## config.mk

```make
export PLATFORM = sky130hd
export DESIGN_NAME = trcp_ctrl
export DESIGN_NICKNAME = d
export VERILOG_FILES = /design/src/trcp_pkg.sv /design/src/trcp_ctrl.sv
export SDC_FILE = /design/constraint.sdc
export NUM_CORES = 1
export LEC_CHECK = 0
export ABC_AREA = 0
export BUFFER_PORTS_ARGS = -buffer_cell sky130_fd_sc_hd__buf_2
export CAP_MARGIN = 30
export CORE_AREA = 3 3 40 42
export DETAILED_ROUTE_END_ITERATION = 6
export DIE_AREA = 0 0 43 45
export GPL_ROUTABILITY_DRIVEN = 0
export PLACE_DENSITY = 0.38
export SYNTH_ARGS = -nofsm -noshare
export SYNTH_HDL_FRONTEND = slang
export SYNTH_SLANG_ARGS = --single-unit
export TNS_END_PERCENT = 30
```

## constraint.sdc

```tcl
create_clock -name clock -period 2.6 [get_ports clock]
set_input_delay 0.65 -clock clock [delete_from_list [all_inputs] [get_ports clock]]
set_output_delay 0.65 -clock clock [all_outputs]
set_load 0.02 [all_outputs]
```

## src/trcp_pkg.sv

```systemverilog
// Shared types and constants of the toroidal ring claim painter.
`default_nettype none

package trcp_pkg;

   localparam int GRID_W    = 9;   // width of the grid size registers and coordinates
   localparam int IDX_W     = 18;  // holds row * width + column for any legal grid size
   localparam int CSR_IDX_W = 1;

   localparam logic [CSR_IDX_W-1:0] CSR_GRID_WIDTH  = 1'b0;
   localparam logic [CSR_IDX_W-1:0] CSR_GRID_HEIGHT = 1'b1;

   typedef struct packed {
      logic [7:0]  center_x;
      logic [7:0]  center_y;
      logic [4:0]  radius;
      logic [15:0] color;
   } req_type;

   typedef struct packed {
      logic [15:0] cell_index;
      logic        claimed;
      logic        changed;
      logic        error;
      logic        last;
   } rsp_type;

   typedef struct packed {
      logic load;
      logic issue;
      logic clear_en;
      logic flush_err;
      logic finish;
   } ctrl_cmd_type;

   typedef struct packed {
      logic reject;
      logic last_access;
      logic pipe_busy;
      logic clear_last;
   } dp_status_type;

endpackage

`default_nettype wire

```

## src/trcp_ctrl.sv

```systemverilog
// Controller state machine: clearing pass, item acceptance, ring walk and close.
`default_nettype none

module trcp_ctrl
   import trcp_pkg::*;
(
   input  wire logic          clock,
   input  wire logic          reset,
   input  wire logic          start,
   output logic               busy,
   input  wire dp_status_type status,
   output ctrl_cmd_type       cmd
);

   localparam logic [1:0] ST_CLEAR = 2'd0;
   localparam logic [1:0] ST_IDLE  = 2'd1;
   localparam logic [1:0] ST_RUN   = 2'd2;
   localparam logic [1:0] ST_DRAIN = 2'd3;

   logic [1:0] state_ff;
   logic [1:0] state_in;

   always_comb begin
      state_in = state_ff;
      cmd      = '0;
      unique case (state_ff)
         ST_CLEAR: begin
            cmd.clear_en = 1'b1;
            if (status.clear_last) begin
               state_in = ST_IDLE;
            end
         end
         ST_IDLE: begin
            if (start) begin
               if (status.reject) begin
                  cmd.flush_err = 1'b1;
               end else begin
                  cmd.load = 1'b1;
                  state_in = ST_RUN;
               end
            end
         end
         ST_RUN: begin
            cmd.issue = 1'b1;
            if (status.last_access) begin
               state_in = ST_DRAIN;
            end
         end
         ST_DRAIN: begin
            // The closing result goes out once every access has been checked.
            if (!status.pipe_busy) begin
               cmd.finish = 1'b1;
               state_in   = ST_IDLE;
            end
         end
      endcase
   end

   always_ff @(posedge clock) begin
      if (reset) begin
         state_ff <= ST_CLEAR;
      end else begin
         state_ff <= state_in;
      end
   end

   assign busy = (state_ff != ST_IDLE);

endmodule

`default_nettype wire

```

==> flow_summary.json <==
{
  "outcome": "completed",
  "holdBufCountCts": 0,
  "cts_tree": "built",
  "grt_pass1_vias": 227,
  "whs_ns": 0.5176,
  "drive_gt1_frac": 0.4500,
  "final_common_cell": "buf_2",
  "netlist_instances": 25,
  "firstDrtPassIters": 2,
  "grtUsageTotal": 0.06401,
  "reg2regPathDepth": 5,
  "routed.top_layer": "met3",
  "clockBufferDepth": 2,
  "drtIter0Drc": 1,
  "top_regs": "state_ff: 2 flops",
  "top_register": "state_ff",
  "tightest_slew_ns": 0.1509,
  "r2r-end": "state_ff[0]",
  "period_share": 0.7205,
  "initial_core_util": 0.1675,
  "cts_buffers": 3,
  "finalMaxSlewViolations": 0,
  "postCtsSetupBuffers": 0,
  "antenna_found_initial": 0,
  "yosysWarnings": 0,
  "critPathRequiredTime_ns": 1.95,
  "io_buffers": 12,
  "dr_wl_met2_um": 184,
  "cap_violations": 0,
  "viasPerCell": 3.745,
  "met3_length_um": 74,
  "grt_max_degree": 5,
  "crit_arrival_ns": 1.22,
  "critical_path_class": "reg -> out",
  "p_leak_nw": 0.1688,
  "peakVddDrop_mv": 0.3834,
  "finalHoldViolCount": 0,
  "p_sw_frac": 0.4415,
  "utilization": 0.2463,
  "largest_reg_flops": 2,
  "netSwitchingPower_uw": 145.5,
  "critPathLaunchType": "flop",
  "clk_latency_ns": 0.22,
  "slowest_delay_ns": 0.37,
  "wirelength_um": 488,
  "fin_area_um2": 316.6,
  "r2r_slack_ns": 1.17,
  "setup_viol": 0,
  "wire_per_inst_um": 8.873,
  "syn2layout_area_growth_pct": 47.09,
  "clk_pin_slew_ns": 0.03,
  "fp.dieH_um": 45,
  "std_cell_rows": 13,
  "endpoint_kind": "output port",
  "slew_headroom": 0.8993,
  "finalCriticalPeriod_ns": 1.873,
  "r2r_start": "state_ff[0]",
  "rsz0062_at_grt": "no",
  "critical_path.endpoint": "cmd[1]",
  "critical_path_peak_fanout": 4,
  "power_density_nw_per_um2": 1041,
  "comb_power_share": 0.606,
  "drtAntennaViolNets": 0,
  "pin_count": 13,
  "sequentialPowerShare": 0.189,
  "final.setup.tns_ns": 0,
  "synth_area_um2": 215.2,
  "cts_resized": 0,
  "slowest_stage": "dfxtp_1",
  "synth_cell_types": 11,
  "path_depth": 4,
  "ys_ff_latch": 2,
  "skew_ns": 0.001512,
  "drt-met1-wl_um": 228,
  "num-nets-final": 54,
  "cp-startpoint": "state_ff[1]",
  "dieWidth_um": 43,
  "dp_hpwl_um": 418.7,
  "path_buf_inv": 2,
  "final_cell_mix": "buf_2 (12), ha_1 (5), nand2b_1 (4)",
  "fp.dieArea_um2": 1935,
  "synth-seq-area-share": 0.1860,
  "clkPwrFrac": 0.206,
  "crit_chain": "inv_1 -> ha_1 -> and3_2 -> buf_2",
  "overflow": 0,
  "grt_pass1_wl_um": 876,
  "design.core.area_um2": 1285,
  "cts-root-buf": "clkbuf_4",
  "placed_area_um2": 294.0,
  "hp-class": "reg -> reg",
  "cts.htree.levels": 1,
  "vias": 206,
  "intPower_uw": 184.1,
  "route.detailed.drc": 0,
  "path_delay_family": "flip-flops",
  "max_freq_mhz": 533.8,
  "syn_nets": 37,
  "syn_avg_cell_area_um2": 8.608,
  "clkSinkCount": 2,
  "antenna_cells": 0
}
synthesized netlist by cell type (all sizes together):
library cell	instances	area, µm²
and3	1	7.510
dfxtp	2	40.04
ha	5	62.56
inv	3	11.26
mux2	1	15.01
mux2i	1	10.01
nand2	2	7.510
nand2b	4	25.02
nor2	3	11.26
nor2b	2	12.51
o2111a	1	12.51
cells by family after synthesis:
| logic type | count (synthesis) | synth area share |
|---|---|---|
| AOI/OAI and AO/OA | 1 | 0.05813 |
| adders and majority gates | 5 | 0.2907 |
| and+or+nand+nor | 12 | 0.2965 |
| muxes | 2 | 0.1163 |
| buffers and inverters | 3 | 0.05232 |
| DFF | 2 | 0.1861 |
power groups by stage:
stage | combinational (mW) | sequential, mW | clock (mW)
2_1_floorplan | 0.155 | 0.0584 | 0
3_3_place_gp | 0.199 | 0.0629 | 0
3_5_place_dp | 0.200 | 0.0628 | 0
4_1_cts | 0.202 | 0.0621 | 0.0716
5_1_grt | 0.226 | 0.0658 | 0.0745
6_report | 0.200 | 0.0622 | 0.0678
worst reg2reg max path, delay by kind of cell (launching register included):
family	cells	cell delay (ns)
DFF	1	0.38
muxes	1	0.30
AOI/OAI and AO/OA	1	0.24
adders and majority gates	1	0.22
buffers and inverters	1	0.10
and+or+nand+nor	1	0.08
cell type report:
type | count | area, µm²
Multi-Input combinational cell | 20 | 163.9
Inverter | 3 | 11.26
Fill cell | 145 | 968.4
Tap cell | 15 | 18.77
Clock buffer | 3 | 22.52
Sequential cell | 2 | 40.04
Timing Repair Buffer | 12 | 60.06
per-layer routing:
| metal | track usage | vias to the layer above |
|---|---|---|
| li1 | - | 109 |
| met1 | 0.06235 | 83 |
| met2 | 0.1018 | 14 |
| met3 | 0.05578 | 0 |
| met4 | 0.01807 | 0 |
| met5 | 0 | - |
per-stage QoR:
step           instances  total power [mW]  worst slack [ns]
4_1_cts               55            0.3352            0.7121
2_1_floorplan         25            0.2138            0.9803
3_5_place_dp          52            0.2628            0.8470
3_3_place_gp          52            0.2617            0.8536
6_report              55            0.3296            0.7267
5_1_grt               55            0.3667            0.6466
worst min-delay path by stage:
stage                startpoint          end  slack (ns)  cells past startpoint
CTS                 state_ff[1]  state_ff[1]        0.52                      2
global placement    state_ff[1]  state_ff[1]        0.51                      2
finish              state_ff[1]  state_ff[1]        0.52                      2
detailed placement  state_ff[1]  state_ff[1]        0.52                      2
floorplan           state_ff[1]  state_ff[1]        0.48                      2
global route        state_ff[1]  state_ff[1]        0.58                      2
Power figures use the tool's default switching activity.
